<file path="config.mk">
export PLATFORM = sky130hd
export DESIGN_NAME = trace_deadband_decimator_flat
export DESIGN_NICKNAME = d
export VERILOG_FILES = /design/src/rtl/core/tdd_pkg.sv /design/src/rtl/core/tdd_in_if.sv /design/src/rtl/core/tdd_out_if.sv /design/src/rtl/core/tdd_front.sv /design/src/rtl/core/tdd_queue.sv /design/src/rtl/core/tdd_back.sv /design/src/rtl/core/trace_deadband_decimator.sv /design/src/flat_wrapper.sv
export SDC_FILE = /design/constraint.sdc
export NUM_CORES = 1
export LEC_CHECK = 0
export ABC_AREA = 1
export BUFFER_PORTS_ARGS = -buffer_cell sky130_fd_sc_hd__buf_2
export CAP_MARGIN = 40
export CELL_PAD_IN_SITES_DETAIL_PLACEMENT = 1
export CELL_PAD_IN_SITES_GLOBAL_PLACEMENT = 1
export CORE_MARGIN = 5
export CORE_UTILIZATION = 48
export CTS_CLUSTER_DIAMETER = 30
export DETAILED_ROUTE_END_ITERATION = 12
export PLACE_DENSITY_LB_ADDON = 0.1
export SLEW_MARGIN = 20
export SYNTH_ARGS = -nofsm -noshare
export SYNTH_HDL_FRONTEND = slang
export SYNTH_SLANG_ARGS = --single-unit
export TNS_END_PERCENT = 50
</file>
<file path="constraint.sdc">
create_clock -name clk -period 12.2 [get_ports clk]
set_clock_uncertainty 0.1 [all_clocks]
set_input_delay 1.83 -clock clk [delete_from_list [all_inputs] [get_ports clk]]
set_output_delay 1.83 -clock clk [all_outputs]
set_load 0.02 [all_outputs]
</file>
<file path="src/rtl/core/tdd_pkg.sv">
// Package for the trace deadband decimator: widths, register codes, types.
// Used by every file under rtl/core but assert_macros.svh; depends on nothing.
package tdd_pkg;

  localparam int TIME_W      = 32;
  localparam int VOLT_W      = 16;
  localparam int REL_W       = 34;
  localparam int ORIGIN_W    = 33;
  localparam int STEP_W      = 16;
  localparam int CFG_DATA_W  = 32;
  localparam int CFG_IDX_W   = 3;
  localparam int QUEUE_DEPTH = 4;

  localparam logic [TIME_W-1:0] WINDOW_RESET = 32'd1000000;
  localparam logic [TIME_W-1:0] OFFSET_RESET = 32'd0;
  localparam logic [STEP_W-1:0] STEP_RESET   = 16'd256;
  localparam logic [TIME_W-1:0] GAP_RESET    = 32'd10000;

  typedef enum logic [CFG_IDX_W-1:0] {
    CFG_WINDOW_LENGTH   = 3'd0,
    CFG_START_OFFSET    = 3'd1,
    CFG_VOLTAGE_STEP    = 3'd2,
    CFG_TIME_GAP        = 3'd3,
    CFG_THINNING_ENABLE = 3'd4
  } cfg_idx_t;

  typedef struct packed {
    logic [TIME_W-1:0] window_length;
    logic [TIME_W-1:0] start_offset;
    logic [STEP_W-1:0] voltage_step;
    logic [TIME_W-1:0] time_gap;
    logic              thinning_enable;
  } cfg_t;

  // One queue entry: the kept sample, preceded by the held-back prior when two is set.
  typedef struct packed {
    logic                     two;
    logic signed [REL_W-1:0]  prior_rel;
    logic signed [VOLT_W-1:0] prior_voltage;
    logic signed [REL_W-1:0]  cur_rel;
    logic signed [VOLT_W-1:0] cur_voltage;
  } entry_t;

endpackage

</file>
<file path="src/rtl/core/tdd_in_if.sv">
// Sample channel of the trace deadband decimator: valid/ready plus sample fields.
// Depends on tdd_pkg.
interface tdd_in_if;
  logic                              valid;
  logic                              ready;
  logic [tdd_pkg::TIME_W-1:0]        sample_time;
  logic signed [tdd_pkg::VOLT_W-1:0] sample_voltage;
  logic                              trace_start;

  modport source (output valid, output sample_time, output sample_voltage,
                  output trace_start, input ready);
  modport sink   (input valid, input sample_time, input sample_voltage,
                  input trace_start, output ready);
endinterface

</file>
<file path="src/rtl/core/tdd_out_if.sv">
// Result channel of the trace deadband decimator: valid/ready plus result fields.
// Depends on tdd_pkg.
interface tdd_out_if;
  logic                              valid;
  logic                              ready;
  logic signed [tdd_pkg::REL_W-1:0]  rel_time;
  logic signed [tdd_pkg::VOLT_W-1:0] out_voltage;
  logic                              last_of_run;

  modport source (output valid, output rel_time, output out_voltage,
                  output last_of_run, input ready);
  modport sink   (input valid, input rel_time, input out_voltage,
                  input last_of_run, output ready);
endinterface

</file>
<file path="src/rtl/core/tdd_front.sv">
// Front end: accepts samples, tracks trace state, decides keep/skip/window stop.
// Pushes one queue entry per kept sample. Depends on tdd_pkg, tdd_in_if.
module tdd_front (
  input  logic                clk,
  input  logic                rst_n,
  input  tdd_pkg::cfg_t       cfg,
  tdd_in_if.sink              in_ch,
  input  logic                q_ready,
  output logic                push,
  output tdd_pkg::entry_t     push_entry
);

  localparam int TW = tdd_pkg::TIME_W;
  localparam int VW = tdd_pkg::VOLT_W;
  localparam int RW = tdd_pkg::REL_W;
  localparam int OW = tdd_pkg::ORIGIN_W;

  logic [OW-1:0]        origin_r, origin_nxt;
  logic signed [VW-1:0] kept_v_r, kept_v_nxt;
  logic [TW-1:0]        kept_t_r, kept_t_nxt;
  logic [TW-1:0]        prior_t_r, prior_t_nxt;
  logic signed [VW-1:0] prior_v_r, prior_v_nxt;
  logic                 pwe_r, pwe_nxt;
  logic                 done_r, done_nxt;
  logic                 open_r, open_nxt;

  logic                 accept;
  logic                 first;
  logic                 done_eff;
  logic [TW-1:0]        t;
  logic signed [VW-1:0] v;
  logic signed [RW-1:0] rel_run, rel_first, cur_rel, prior_rel;
  logic                 past_window;
  logic signed [VW:0]   dv, dv_abs;
  logic                 over_step;
  logic signed [TW:0]   dt;
  logic                 over_gap;
  logic                 keep_volt, keep_gap;

  always_comb begin
    t           = in_ch.sample_time;
    v           = in_ch.sample_voltage;
    in_ch.ready = q_ready;
    accept      = in_ch.valid && q_ready;
    first       = in_ch.trace_start || !open_r;
    done_eff    = first ? 1'b0 : done_r;

    // On a trace start, t - (t + offset) is just -offset.
    rel_run     = $signed({2'b00, t} - {1'b0, origin_r});
    rel_first   = $signed(RW'(0) - {2'b00, cfg.start_offset});
    cur_rel     = first ? rel_first : rel_run;
    prior_rel   = $signed({2'b00, prior_t_r} - {1'b0, origin_r});
    past_window = cur_rel > $signed({2'b00, cfg.window_length});

    dv        = $signed({v[VW-1], v}) - $signed({kept_v_r[VW-1], kept_v_r});
    dv_abs    = dv[VW] ? -dv : dv;
    over_step = $unsigned(dv_abs) > {1'b0, cfg.voltage_step};
    dt        = $signed({1'b0, t}) - $signed({1'b0, kept_t_r});
    over_gap  = dt > $signed({1'b0, cfg.time_gap});
    keep_volt = !first && over_step;
    keep_gap  = !first && !over_step && over_gap;
  end

  always_comb begin
    origin_nxt  = origin_r;
    kept_v_nxt  = kept_v_r;
    kept_t_nxt  = kept_t_r;
    prior_t_nxt = prior_t_r;
    prior_v_nxt = prior_v_r;
    pwe_nxt     = pwe_r;
    done_nxt    = done_r;
    open_nxt    = open_r;
    push        = 1'b0;

    push_entry.two           = 1'b0;
    push_entry.prior_rel     = prior_rel;
    push_entry.prior_voltage = prior_v_r;
    push_entry.cur_rel       = cur_rel;
    push_entry.cur_voltage   = v;

    if (accept) begin
      if (first) begin
        origin_nxt = OW'({1'b0, t} + {1'b0, cfg.start_offset});
        done_nxt   = 1'b0;
        open_nxt   = 1'b1;
        pwe_nxt    = 1'b1;
        kept_v_nxt = v;
        kept_t_nxt = t;
      end
      if (!done_eff) begin
        if (past_window) begin
          done_nxt = 1'b1;
        end else if (cfg.thinning_enable) begin
          prior_t_nxt = t;
          prior_v_nxt = v;
          if (first || keep_volt || keep_gap) begin
            // A voltage keep after skipped samples re-emits the last skipped one.
            push_entry.two = keep_volt && !pwe_r;
            push           = 1'b1;
            pwe_nxt        = 1'b1;
            kept_v_nxt     = v;
            kept_t_nxt     = t;
          end else begin
            pwe_nxt = 1'b0;
          end
        end else begin
          push        = 1'b1;
          prior_t_nxt = t;
          prior_v_nxt = v;
        end
      end
    end
  end

  always_ff @(posedge clk) begin
    if (!rst_n) begin
      origin_r  <= '0;
      kept_v_r  <= '0;
      kept_t_r  <= '0;
      prior_t_r <= '0;
      prior_v_r <= '0;
      pwe_r     <= 1'b1;
      done_r    <= 1'b0;
      open_r    <= 1'b0;
    end else begin
      origin_r  <= origin_nxt;
      kept_v_r  <= kept_v_nxt;
      kept_t_r  <= kept_t_nxt;
      prior_t_r <= prior_t_nxt;
      prior_v_r <= prior_v_nxt;
      pwe_r     <= pwe_nxt;
      done_r    <= done_nxt;
      open_r    <= open_nxt;
    end
  end

endmodule

</file>
<file path="src/rtl/core/tdd_queue.sv">
// Small register FIFO of emit entries between the front and back ends.
// Depends on tdd_pkg.
module tdd_queue #(
  parameter int Depth = tdd_pkg::QUEUE_DEPTH
) (
  input  logic            clk,
  input  logic            rst_n,
  input  logic            push,
  input  tdd_pkg::entry_t push_entry,
  output logic            ready,
  input  logic            pop,
  output logic            valid,
  output tdd_pkg::entry_t head
);

  localparam int PtrW = (Depth > 1) ? $clog2(Depth) : 1;
  localparam int CntW = $clog2(Depth + 1);

  tdd_pkg::entry_t entries_r [Depth];
  logic [PtrW-1:0] wr_ptr_r, wr_ptr_nxt;
  logic [PtrW-1:0] rd_ptr_r, rd_ptr_nxt;
  logic [CntW-1:0] count_r, count_nxt;

  always_comb begin
    ready = count_r != CntW'(Depth);
    valid = count_r != '0;
    head  = entries_r[rd_ptr_r];

    wr_ptr_nxt = wr_ptr_r;
    rd_ptr_nxt = rd_ptr_r;
    count_nxt  = count_r;
    if (push) begin
      wr_ptr_nxt = (wr_ptr_r == PtrW'(Depth - 1)) ? '0 : wr_ptr_r + 1'b1;
    end
    if (pop) begin
      rd_ptr_nxt = (rd_ptr_r == PtrW'(Depth - 1)) ? '0 : rd_ptr_r + 1'b1;
    end
    if (push && !pop) begin
      count_nxt = count_r + 1'b1;
    end else if (pop && !push) begin
      count_nxt = count_r - 1'b1;
    end
  end

  always_ff @(posedge clk) begin
    if (push) begin
      entries_r[wr_ptr_r] <= push_entry;
    end
  end

  always_ff @(posedge clk) begin
    if (!rst_n) begin
      wr_ptr_r <= '0;
      rd_ptr_r <= '0;
      count_r  <= '0;
    end else begin
      wr_ptr_r <= wr_ptr_nxt;
      rd_ptr_r <= rd_ptr_nxt;
      count_r  <= count_nxt;
    end
  end

endmodule

</file>
<file path="src/rtl/core/tdd_back.sv">
// Back end: drains queue entries onto the result channel, one or two results each.
// Depends on tdd_pkg, tdd_out_if.
module tdd_back (
  input  logic            clk,
  input  logic            rst_n,
  input  logic            q_valid,
  input  tdd_pkg::entry_t head,
  output logic            pop,
  tdd_out_if.source       out_ch
);

  logic phase_r, phase_nxt;  // set once the prior half of a two-result entry is out
  logic send_prior;
  logic xfer;

  always_comb begin
    send_prior         = head.two && !phase_r;
    out_ch.valid       = q_valid;
    out_ch.rel_time    = send_prior ? head.prior_rel : head.cur_rel;
    out_ch.out_voltage = send_prior ? head.prior_voltage : head.cur_voltage;
    out_ch.last_of_run = !send_prior;
    xfer               = q_valid && out_ch.ready;
    pop                = xfer && !send_prior;
    phase_nxt          = phase_r;
    if (xfer) begin
      phase_nxt = send_prior;
    end
  end

  always_ff @(posedge clk) begin
    if (!rst_n) begin
      phase_r <= 1'b0;
    end else begin
      phase_r <= phase_nxt;
    end
  end

endmodule

</file>
<file path="src/rtl/core/trace_deadband_decimator.sv">
// Top level of the trace deadband decimator: config registers, front, queue, back.
// Depends on tdd_pkg, tdd_in_if, tdd_out_if, tdd_front, tdd_queue, tdd_back.
//
//   channel  dir  handshake      payload
//   in_ch    in   valid/ready    sample_time, sample_voltage, trace_start
//   out_ch   out  valid/ready    rel_time, out_voltage, last_of_run
//   cfg_*    in   cfg_we only    cfg_index, cfg_data
//
// One sample is taken every cycle while the emit queue has room; the front
// decides keep/skip in the cycle of the transfer.
// A kept sample is registered in the queue and leaves from there; an entry with a
// re-emitted prior gives two results, so bursts of those fill the queue.
// in_ch.ready depends only on queue fill, never on out_ch.ready in the same cycle.
// Reset is synchronous; config returns to its defaults and the queue empties.
module trace_deadband_decimator #(
  parameter int QueueDepth = tdd_pkg::QUEUE_DEPTH
) (
  input  logic                              clk,
  input  logic                              rst_n,
  tdd_in_if.sink                            in_ch,
  tdd_out_if.source                         out_ch,
  input  logic                              cfg_we,
  input  logic [tdd_pkg::CFG_IDX_W-1:0]     cfg_index,
  input  logic [tdd_pkg::CFG_DATA_W-1:0]    cfg_data
);

  tdd_pkg::cfg_t   cfg_r, cfg_nxt;
  logic            q_ready, q_valid, push, pop;
  tdd_pkg::entry_t push_entry, head;

  always_comb begin
    cfg_nxt = cfg_r;
    if (cfg_we) begin
      unique case (tdd_pkg::cfg_idx_t'(cfg_index))
        tdd_pkg::CFG_WINDOW_LENGTH:   cfg_nxt.window_length   = cfg_data;
        tdd_pkg::CFG_START_OFFSET:    cfg_nxt.start_offset    = cfg_data;
        tdd_pkg::CFG_VOLTAGE_STEP:    cfg_nxt.voltage_step    =
                                        cfg_data[tdd_pkg::STEP_W-1:0];
        tdd_pkg::CFG_TIME_GAP:        cfg_nxt.time_gap        = cfg_data;
        tdd_pkg::CFG_THINNING_ENABLE: cfg_nxt.thinning_enable = cfg_data[0];
        default: ;
      endcase
    end
  end

  always_ff @(posedge clk) begin
    if (!rst_n) begin
      cfg_r.window_length   <= tdd_pkg::WINDOW_RESET;
      cfg_r.start_offset    <= tdd_pkg::OFFSET_RESET;
      cfg_r.voltage_step    <= tdd_pkg::STEP_RESET;
      cfg_r.time_gap        <= tdd_pkg::GAP_RESET;
      cfg_r.thinning_enable <= 1'b1;
    end else begin
      cfg_r <= cfg_nxt;
    end
  end

  tdd_front u_front (
    .clk        (clk),
    .rst_n      (rst_n),
    .cfg        (cfg_r),
    .in_ch      (in_ch),
    .q_ready    (q_ready),
    .push       (push),
    .push_entry (push_entry)
  );

  tdd_queue #(
    .Depth (QueueDepth)
  ) u_queue (
    .clk        (clk),
    .rst_n      (rst_n),
    .push       (push),
    .push_entry (push_entry),
    .ready      (q_ready),
    .pop        (pop),
    .valid      (q_valid),
    .head       (head)
  );

  tdd_back u_back (
    .clk     (clk),
    .rst_n   (rst_n),
    .q_valid (q_valid),
    .head    (head),
    .pop     (pop),
    .out_ch  (out_ch)
  );

endmodule

</file>
<file path="src/flat_wrapper.sv">
// flat-port wrapper written by rule: the top's interface ports become plain ports
module trace_deadband_decimator_flat 
#(
  parameter int QueueDepth = tdd_pkg::QUEUE_DEPTH
)
  (clk, rst_n, cfg_we, cfg_index, cfg_data, in_ch_valid, in_ch_sample_time, in_ch_sample_voltage, in_ch_trace_start, in_ch_ready, out_ch_valid, out_ch_rel_time, out_ch_out_voltage, out_ch_last_of_run, out_ch_ready);
  tdd_in_if in_ch_i ();
  tdd_out_if out_ch_i ();
  input  logic clk;
  input  logic rst_n;
  input  logic cfg_we;
  input  logic [tdd_pkg::CFG_IDX_W-1:0] cfg_index;
  input  logic [tdd_pkg::CFG_DATA_W-1:0] cfg_data;
  input wire logic [$bits(in_ch_i.valid)-1:0] in_ch_valid;
  input wire logic [$bits(in_ch_i.sample_time)-1:0] in_ch_sample_time;
  input wire logic [$bits(in_ch_i.sample_voltage)-1:0] in_ch_sample_voltage;
  input wire logic [$bits(in_ch_i.trace_start)-1:0] in_ch_trace_start;
  output wire logic [$bits(in_ch_i.ready)-1:0] in_ch_ready;
  output wire logic [$bits(out_ch_i.valid)-1:0] out_ch_valid;
  output wire logic [$bits(out_ch_i.rel_time)-1:0] out_ch_rel_time;
  output wire logic [$bits(out_ch_i.out_voltage)-1:0] out_ch_out_voltage;
  output wire logic [$bits(out_ch_i.last_of_run)-1:0] out_ch_last_of_run;
  input wire logic [$bits(out_ch_i.ready)-1:0] out_ch_ready;
  assign in_ch_i.valid = in_ch_valid;
  assign in_ch_i.sample_time = in_ch_sample_time;
  assign in_ch_i.sample_voltage = in_ch_sample_voltage;
  assign in_ch_i.trace_start = in_ch_trace_start;
  assign in_ch_ready = in_ch_i.ready;
  assign out_ch_valid = out_ch_i.valid;
  assign out_ch_rel_time = out_ch_i.rel_time;
  assign out_ch_out_voltage = out_ch_i.out_voltage;
  assign out_ch_last_of_run = out_ch_i.last_of_run;
  assign out_ch_i.ready = out_ch_ready;
  trace_deadband_decimator #(.QueueDepth(QueueDepth)) u_core (.clk(clk), .rst_n(rst_n), .in_ch(in_ch_i), .out_ch(out_ch_i), .cfg_we(cfg_we), .cfg_index(cfg_index), .cfg_data(cfg_data));
endmodule
</file>
==> impl_results.md, run 1 <==
- Fmax: ~120 MHz
- Share of layout cells above drive strength 1: 0.112
- CORE AREA: 75,600 sq um
- I/O Buffers: roughly 140
- Pwr dens: 259 nW/um^2
- Max VDD drop: ~0.15 mV
- Slew Viols, Final: 0
- CTS resizes: 0
- M2 GR Usage: 0.526
- Final Power: roughly 11 mW
- Clock sink total: ~660
- Via Count: about 33,000
- RSZ-0062 raised after global routing: no
- CTS Buffer Depth: 3
- DRC viols: 0
- Die ar.: 81,500 sq um
- FF+latch count, synth: ~660
- Setup_tns: 0 ps
- Post-synth EDFFs: between 400 and 500
- Most common cell after layout, fill and taps aside: nor2_1
- Area grow syn2layout: 19.2%
- # Max-Cap Violations: 0
- Critical-path top delay cell: nor2_8
- Critical Path Sink Type: flop
- Yosys cell types: between 50 and 60
- Fin nets: ~4,800
- Worst-path clk slew: roughly 50 ps
- Reg-to-reg setup timing slack: about 4800 ps
- Met3 Resource Use GR: 0.0496
- Final setup violation count: 0
- DR pass1 iterations: 5
- CP arrival: about 8900 ps
- Via/cell ratio: approximately 5.8
- Required time of the worst setup path: around 13,000 ps
- H-tree depth: 4
- CTS tree: yes
- Worst path max stage delay: between 400 and 500 ps
- Min-Delay Path Depth: 2
- Commonest register cell after synthesis: edfxtp_1
- Min-delay src: u_core.cfg_r[96]
- Outcome: complete, no violations
- Largest net degree at the start of global routing: about 200
- Worst Hold End: u_core.cfg_r[96]
- ANT cells: 0
- CP dominant cell by count: nand2_1
- Most frequent cells in the layout: nor2_1, nand2_1, o21ai_0
- Total Routing Usage GR: 0.314
- GRT Max-Usage Layer: met2
- End of the worst register-to-register path: u_core.u_queue.count_r[2]
- Crit path max fanout: 37
- Drt total wl: 131,000 um
- Grt ovf: 0
- Syn Std Cell Area: approximately 36,000 sq um
- Clock Latency Late Sink: 740 ps
- Row count: between 100 and 150
- Reg2reg path depth: 42
- Static Leakage: about 18 nW
- Die extent in y: around 290 um
- WL/cell: approximately 23 um
- Initial antenna violation count: 3
- Global-route wire length before repair: roughly 200,000 um
- GRT met1 Usage: 0.419
- Final Critical Period: between 8000 and 9000 ps
- Syn Nets: around 4,700
- Worst slew margin: 0.360
- RD Place Congestion: slightly below 1
- Hpwl dp: about 89,000 um
- Mapped Cells: 4,330
- Worst slew pin tran: roughly 950 ps
- Vias in the first global route: ~34,000
- Post-detailed-route count of antenna-violating nets: 0
- CTS Buf Count: about 150
- Final Hold Vio Count: 0
- Starting Density: 0.482
- Hold buffer count at CTS: 0
- Post-synth ARST share: 0
- Synthesized area per cell: 8.41 sq um
- DIE WIDTH: approximately 290 um
- CP startpoint kind: input pin
- HP Class: reg2reg
- Setup Crit Path Kind: in2reg
- Fill cells: around 8,800
- Setup bufs post-CTS: 0
- Sequential share of the synthesized area: 0.473
- IO Pins: 142
- Period utilization: 0.680
- Root buffer cell: clkbuf_16
- Worst r2r src: u_core.cfg_r[50]
- Starting DRT DRC Count: between 2,000 and 3,000
- Yosys warns: 0
## metal layers
layer | routed length [um] | part of all wire
met5 | 0 | 0
met3 | 7660 | 0.059
met2 | 62500 | 0.48
met1 | 56900 | 0.43
met4 | 3850 | 0.029
## power breakdown
part | switching [mW] | total (mW) | internal (mW) | leakage, nW
combinational | 2.84 | 4.01 | 1.17 | 9.55
sequential | 0.159 | 3.08 | 2.92 | 5.78
clock | 1.41 | 4.15 | 2.74 | 2.52
## metrics by stage
step	cells	hold WS, ps	utilization	worst slack (ps)	cell area, sq um
4_1_cts	5568	361	0.574	4060	43400
6_report	5574	359	0.575	3900	43400
5_1_grt	5574	377	0.575	3340	43400
3_3_place_gp	5287	347	0.502	3300	37900
3_5_place_dp	5299	353	0.504	3380	38100
2_1_floorplan	4330	333	-	1950	36400
## worst max-delay path by stage
| stage | from | to | slack (ps) |
|---|---|---|---|
| global placement | in_ch_sample_time[2] | u_core.u_queue.count_r[2] | 3300 |
| detailed placement | in_ch_sample_time[2] | u_core.u_queue.count_r[2] | 3380 |
| CTS | in_ch_sample_time[2] | u_core.u_queue.count_r[2] | 4060 |
| finish | in_ch_sample_time[2] | u_core.u_queue.count_r[2] | 3900 |
| floorplan | in_ch_sample_time[2] | u_core.u_queue.entries_r[0][0] | 1950 |
| global route | in_ch_sample_time[2] | u_core.u_queue.count_r[2] | 3340 |
## cells by family (layout without fill, tap and decap cells)
kind of cell    after synthesis  count (layout)  synth area share
compound gates             1207            1207             0.179
simple gates               1472            1472             0.169
xor+xnor                    118             118            0.0290
buf+inv                     636             902            0.0676
fa+ha+maj                   238             238            0.0830
flops                       659             659             0.473
## worst max-delay path: cells and delay by family
kind / cells / cell delay [ps]
buf+inv: 7 / 950
compound gates: 9 / 1570
fa+ha+maj: 4 / 1310
simple gates: 25 / 3120
## Yosys cell counts, types with 39 or more instances
cell type / number / area, sq um
o22ai_1: 54 / 338
nor2_1: 658 / 2470
ha_1: 232 / 2900
a21oi_1: 401 / 2010
dfxtp_1: 255 / 5100
nand4_1: 53 / 332
clkbuf_1: 151 / 567
a31oi_1: 89 / 557
xnor2_1: 40 / 350
inv_1: 440 / 1650
edfxtp_1: 404 / 12100
o21ai_0: 519 / 2600
o21ai_1: 39 / 195
xor2_1: 75 / 657
nand2_1: 535 / 2010
nand3_1: 118 / 591
## flip-flops by register name (all words and copies together), names as in the netlist, named ones only
name	flops
u_core.u_front.done_r	1
u_core.u_front.kept_v_r	16
u_core.u_queue.rd_ptr_r	2
u_core.u_queue.count_r	3
u_core.u_queue.wr_ptr_r	2
u_core.cfg_r	113
u_core.u_back.phase_r	1
u_core.u_front.prior_v_r	16
u_core.u_front.open_r	1
u_core.u_front.kept_t_r	32
u_core.u_front.pwe_r	1
u_core.u_queue.entries_r	404
u_core.u_front.origin_r	33
u_core.u_front.prior_t_r	32
## final cells by class
type	instances	area, sq um	share of cell area
Clock buffer	169	3840	0.0884
Tap cell	978	1220	0.0282
Sequential cell	659	17200	0.397
Multi-Input combinational cell	3035	16800	0.386
Timing Repair Buffer	182	1210	0.0278
Inverter	451	1700	0.0391
Clock inverter	100	1430	0.0328
No activity file was read; power rests on OpenSTA's default activity.
==> run 2, diff against run 1 <==
- clock period: 12.2 -> 8.15 ns (I/O delays scaled with it)
==> impl_results.md, run 2 (synthesis gave the netlist of run 1 again) <==
- Layout Utilization: 0.575 (about the same)
- DRC viols: 0 (unchanged)
- Fill cells: 8,732 (-1.1%)
- Required time of the worst setup path: 8610 ps (-4150 ps)
- CP Capture Point: u_core.u_queue.entries_r[2][100]
- Fmax: about 140 MHz
- Total Routing Usage GR: 0.317 (+0.00228)
- Clock sink total: 659 (unchanged)
- H-tree depth: 4 (unchanged)
- Setup slack at placement: 327 ps (-3050 ps)
- Largest net degree at the start of global routing: 96 (-52%)
- End of the worst register-to-register path: u_core.u_queue.entries_r[2][100]
- Critical path depth: 24 (-47%)
- IO Pins: 142 (unchanged)
- I/O Buffers: 141 (unchanged)
- Max reg flops: 404 (unchanged)
- Die extent in y: 286 um (unchanged)
- Starting DRT DRC Count: 2,639 (-3.7%)
- Final Critical Period: just over 7000 ps
- CTS tree: yes
- Area post-placement: 38,300 sq um (+0.49%)
- Most common cell after layout, fill and taps aside: nor2_1
- Outcome: complete, no violations
- Hpwl dp: 93,400 um (+4.5%)
- Initial antenna violation count: 4 (+1)
- RD Place Congestion: 1.01 (+1.5%)
- WP buf/inv: 4 (-3)
- Critical-path cell list: buf_2 -> ha_1 -> a21oi_1 -> o21ai_0 -> a21oi_1 -> o21ai_0 -> a21o_1 -> nand3_1 -> nand2_1 -> a211o_1 -> xnor2_1 -> o21ai_0 -> ha_1 -> nand2_1 -> nor4_1 -> nand4_1 -> nand2_1 -> nand2_2 -> nand2_4 -> inv_2 -> nor2_8 -> buf_4 -> inv_2 -> nor2_1
- Final setup violation count: 0 (unchanged)
- Root buffer cell: clkbuf_16
- Fin nets: 4,815 (+0.27%)
- Via/cell ratio: 5.84 (+0.20%)
- Pwr dens: 383 nW/um^2 (+48%)
- Share of layout cells above drive strength 1: 0.115 (+0.00258)
- Top flop regs: u_core.u_queue.entries_r x404, u_core.cfg_r x113, u_core.u_front.origin_r x33
- Via Count: 32,600 (+0.38%)
- Starting Density: 0.482 (unchanged)
- CTS Buf Count: 144 (-1.4%)
- Worst slew pin tran: 965 ps (+13.1 ps)
- Worst path max stage delay: 770 ps (+330 ps)
- Vias in the first global route: 33,900 (+0.19%)
- Reg2reg path depth: 24 (-43%)
- Register bank with the most flops: u_core.u_queue.entries_r
- Max VDD drop: 0.305 mV (+100%)
- Area grow syn2layout: 19.3% (about the same)
- Final Hold Vio Count: 0 (unchanged)
- DR pass1 iterations: 5 (unchanged)
- Worst r2r src: u_core.u_front.origin_r[2]
- CORE AREA: 75,600 sq um (unchanged)
- Row count: 101 (unchanged)
- Final Power: 16.6 mW (+48%)
- Static Leakage: 17.9 nW (+0.24%)
- Design area: 43,500 sq um (about the same)
- CP arrival: 7680 ps (-1180 ps)
- Setup Crit Path Kind: in2reg
- Setup bufs post-CTS: 0 (unchanged)
- Die ar.: 81,500 sq um (unchanged)
- Grt ovf: 0 (unchanged)
- # Max-Cap Violations: 0 (unchanged)
- Hold buffer count at CTS: 0 (unchanged)
- Post-detailed-route count of antenna-violating nets: 0 (unchanged)
- Drt total wl: 132,000 um (+0.69%)
- Slew Viols, Final: 0 (unchanged)
- ANT cells: 0 (unchanged)
- Reg-to-reg setup timing slack: 1210 ps (-3540 ps)
- CP startpoint kind: input pin
- DIE WIDTH: 286 um (unchanged)
- Cell family with most CP delay: simple AND/OR/NAND/NOR gates
- Final worst setup slack: 923 ps (-2980 ps)
- Critical Path Start: in_ch_sample_time[2]
- RSZ-0062 raised after global routing: no
- Fin Hold WS: 362 ps (+2.36 ps)
- Critical-path top delay cell: nor4_1
- Most frequent cells in the layout: nor2_1, nand2_1, o21ai_0
- CTS resizes: 0 (unchanged)
- CTS Buffer Depth: 3 (unchanged)
- HP Class: reg2reg
- Crit path max fanout: 66 (+78%)
- Global-route wire length before repair: 200,000 um (+0.17%)
- Worst-path clk slew: 50 ps (about the same)
- Clock Latency Late Sink: 740 ps (about the same)
- WL/cell: 23.6 um (+0.51%)
- Period utilization: 0.887
- Critical Path Sink Type: flop
- Worst slew margin: 0.350 (-0.0101)
-- run 2: final cells by class --
class / count / area, sq um / area share
Multi-Input combinational cell: 3035 / 16800 / 0.386
Timing Repair Buffer: 197 / 1350 / 0.0312
Clock buffer: 171 / 3870 / 0.0890
Inverter: 451 / 1700 / 0.0391
Sequential cell: 659 / 17200 / 0.397
Tap cell: 978 / 1220 / 0.0282
Clock inverter: 93 / 1280 / 0.0296
-- run 2: per-layer routing --
layer	vias up	track usage	wire length (um)
li1	15200	-	-
met1	16100	0.426	57600
met2	1071	0.524	62000
met3	254	0.0471	7720
met4	0	0.112	4560
met5	-	0	0
-- run 2: metrics by stage --
stage / std cells / setup TNS, ps
2_1_floorplan: 4330 / -602030
3_3_place_gp: 5307 / 0
3_5_place_dp: 5318 / 0
4_1_cts: 5582 / 0
5_1_grt: 5584 / 0
6_report: 5584 / 0
-- run 2: worst min-delay path by stage --
| stage | slack [ps] | start | depth (start not counted) | to |
|---|---|---|---|---|
| after floorplan | 330 | u_core.cfg_r[104] | 2 | u_core.cfg_r[104] |
| after global placement | 350 | u_core.u_front.kept_t_r[27] | 2 | u_core.u_front.kept_t_r[27] |
| after detailed placement | 350 | u_core.cfg_r[96] | 2 | u_core.cfg_r[96] |
| after CTS | 360 | u_core.cfg_r[96] | 2 | u_core.cfg_r[96] |
| after global routing | 380 | u_core.cfg_r[38] | 2 | u_core.cfg_r[38] |
| final | 360 | u_core.cfg_r[96] | 2 | u_core.cfg_r[96] |
-- run 2: report_power, final --
part	switching [mW]	total [mW]	leakage [nW]	internal (mW)
logic	4.21	5.97	9.63	1.77
registers	0.266	4.63	5.78	4.36
clock network	2.09	6.05	2.48	3.96
-- run 2: worst min-delay path: cells and delay by family, from the launching register on --
| kind | cells | cell delay (ps) |
|---|---|---|
| buffers and inverters | 1 | 60 |
| AOI/OAI and AO/OA | 1 | 60 |
| DFF | 1 | 290 |
==> run 3, diff against run 2 <==
- PLACE_DENSITY: not set -> 0.88
- PLACE_DENSITY_LB_ADDON: 0.1 -> not set
==> impl_results.md, run 3 (synthesis gave the netlist of run 1 again) <==
- Crit path max fanout: 21 (-68%)
- Worst slew pin tran: 1020 ps (+59.8 ps)
- Final setup violation count: 0 (unchanged)
- Share of layout cells above drive strength 1: 0.114 (-0.00154)
- Global-route wire length before repair: 222,000 um (+11%)
- Setup bufs post-CTS: 0 (unchanged)
- Post-detailed-route count of antenna-violating nets: 0 (unchanged)
- Hold buffer count at CTS: 0 (unchanged)
- CP dominant cell by count: nand2_1
- Setup Crit Path Kind: in2reg
- Cell family with most CP delay: simple AND/OR/NAND/NOR gates
- HP Class: reg2reg
- End of the worst register-to-register path: u_core.u_queue.count_r[2]
- Grt ovf: 0 (unchanged)
- Vias in the first global route: 36,700 (+8.2%)
- Top flop regs: u_core.u_queue.entries_r x404, u_core.cfg_r x113, u_core.u_front.origin_r x33
- Fill cells: 8,742 (+0.11%)
- Slew Viols, Final: 0 (unchanged)
- Pwr dens: 392 nW/um^2 (+2.4%)
- Min-Delay Path Depth: 2 (unchanged)
- RSZ-0062 raised after global routing: no
- CTS Buf Count: 138 (-4.2%)
- Drt total wl: 149,000 um (+13%)
- Final Critical Period: 7420 ps (+190 ps)
- Layout Utilization: 0.572 (-0.00267)
- Period utilization: 0.910 (+0.0233)
- CTS resizes: 0 (unchanged)
- I/O Buffers: 141 (unchanged)
- DR pass1 iterations: 6 (+1)
- Required time of the worst setup path: 8680 ps (+70 ps)
- RD Place Congestion: 0.958 (-4.8%)
- Total Routing Usage GR: 0.351 (+0.0341)
- Setup_tns: 0 ps (unchanged)
- Critical Path Sink Type: flop
- Outcome: complete, no violations
- Final Hold Vio Count: 0 (unchanged)
- CORE AREA: 75,600 sq um (unchanged)
- Worst-path clk slew: 40 ps (about the same)
- Fin nets: 4,814 (-0.021%)
- Die extent in y: 286 um (unchanged)
- Via Count: 35,000 (+7.2%)
- DIE WIDTH: 286 um (unchanged)
- WL/cell: 26.7 um (+13%)
- Most frequent cells in the layout: nor2_1, nand2_1, o21ai_0
- Footprint of the multi-input gates: 16,800 sq um (unchanged)
- CTS Buffer Depth: 3 (unchanged)
- Max reg flops: 404 (unchanged)
- IO Pins: 142 (unchanged)
- Via/cell ratio: 6.27 (+7.3%)
- H-tree depth: 4 (unchanged)
- Worst path max stage delay: 410 ps (-360 ps)
- Starting DRT DRC Count: 3,705 (+40%)
- CP arrival: 7940 ps (+260 ps)
- Fmax: 135 MHz (-2.6%)
- Initial antenna violation count: 4 (unchanged)
- Reg-to-reg setup timing slack: 900 ps (-310 ps)
- Area grow syn2layout: 18.7%
- Worst r2r src: u_core.cfg_r[50]
- DRC viols: 0 (unchanged)
- CTS tree: yes
- # Max-Cap Violations: 0 (unchanged)
- Hpwl dp: 94,900 um (+1.6%)
- Critical-path top delay cell: fa_1
- Die ar.: 81,500 sq um (unchanged)
- Register bank with the most flops: u_core.u_queue.entries_r
- Worst slew margin: 0.310 (-0.0403)
- Max VDD drop: 0.204 mV (-33%)
- Largest net degree at the start of global routing: 100 (+4.2%)
- Worst Hold End: u_core.cfg_r[6]
- Root buffer cell: clkbuf_16
- Min-delay src: u_core.cfg_r[6]
- WP buf/inv: 8 (+4)
- Seq. cell area: 17,200 sq um (unchanged)
- Final Power: 17.0 mW (+1.9%)
- Clock sink total: 659 (unchanged)
- Starting Density: 0.482 (unchanged)
- Most common cell after layout, fill and taps aside: nor2_1
- Row count: 101 (unchanged)
- Clock Latency Late Sink: 720 ps (-20 ps)
- Reg2reg path depth: 41 (+71%)
- Static Leakage: 17.8 nW (-0.57%)
- CP startpoint kind: input pin
-- run 3: cell types whose count changed in the layout (fill, tap and decap cells not counted), sizes merged --
cell / previous run / this run
clkinvlp: 14 / 17
buf: 197 / 199
diode: 0 / 4
clkbuf: 171 / 164
inv: 460 / 458
bufinv: 16 / 20
clkinv: 54 / 46
-- run 3: power by group --
part           switching (mW)  leakage [nW]  internal (mW)
Clock                    2.05          2.34           3.89
Combinational            4.57          9.67           1.78
Sequential              0.308          5.78           4.36
-- run 3: worst max-delay path by stage --
stage / start / endpoint / slack [ps] / cells past startpoint
3_3_place_gp: in_ch_sample_time[0] / u_core.u_queue.count_r[2] / 810 / 42
4_1_cts: u_core.cfg_r[49] / u_core.u_queue.count_r[2] / 1010 / 35
3_5_place_dp: in_ch_sample_time[0] / u_core.u_queue.count_r[2] / 650 / 42
6_report: in_ch_sample_time[0] / u_core.u_queue.count_r[2] / 730 / 42
5_1_grt: u_core.cfg_r[50] / u_core.u_queue.count_r[2] / 320 / 41
2_1_floorplan: in_ch_sample_time[2] / u_core.u_queue.entries_r[0][0] / -1490 / 35
-- run 3: per-stage QoR --
step	area, sq um	hold WS [ps]	std cells	setup WS (ps)
after floorplan	36400	333	4330	-1490
after global placement	38200	348	5310	813
after detailed placement	38300	357	5316	654
after CTS	43100	361	5567	1010
after global routing	43200	376	5577	316
final	43300	358	5580	734
-- run 3: cell type report --
| type | instances | area share |
|---|---|---|
| well taps | 978 | 0.0283 |
| repair buffers | 202 | 0.0330 |
| diodes | 4 | 0.000231 |
| clock buffers | 161 | 0.0849 |
| clock inverters | 90 | 0.0276 |
| flip-flops and latches | 659 | 0.399 |
| multi-input cells | 3035 | 0.388 |
| inverters | 451 | 0.0393 |
-- run 3: metal layers --
metal  GRT usage  up-vias  part of all wire
met4       0.179        4             0.055
li1            -    15300                 -
met2       0.577     1944              0.47
met1       0.439    17300              0.39
met5           0        -           0.00015
met3      0.0704      495             0.088
-- run 3: worst reg2reg max path: cells and delay by family (launching register included) --
kind                     cells  cell delay (ps)
AO/OA/AOI/OAI                5             1050
buffers and inverters        6              820
adder cells (fa/ha/maj)      4             1160
AND/OR/NAND/NOR             26             3700
flip-flops                   1              330
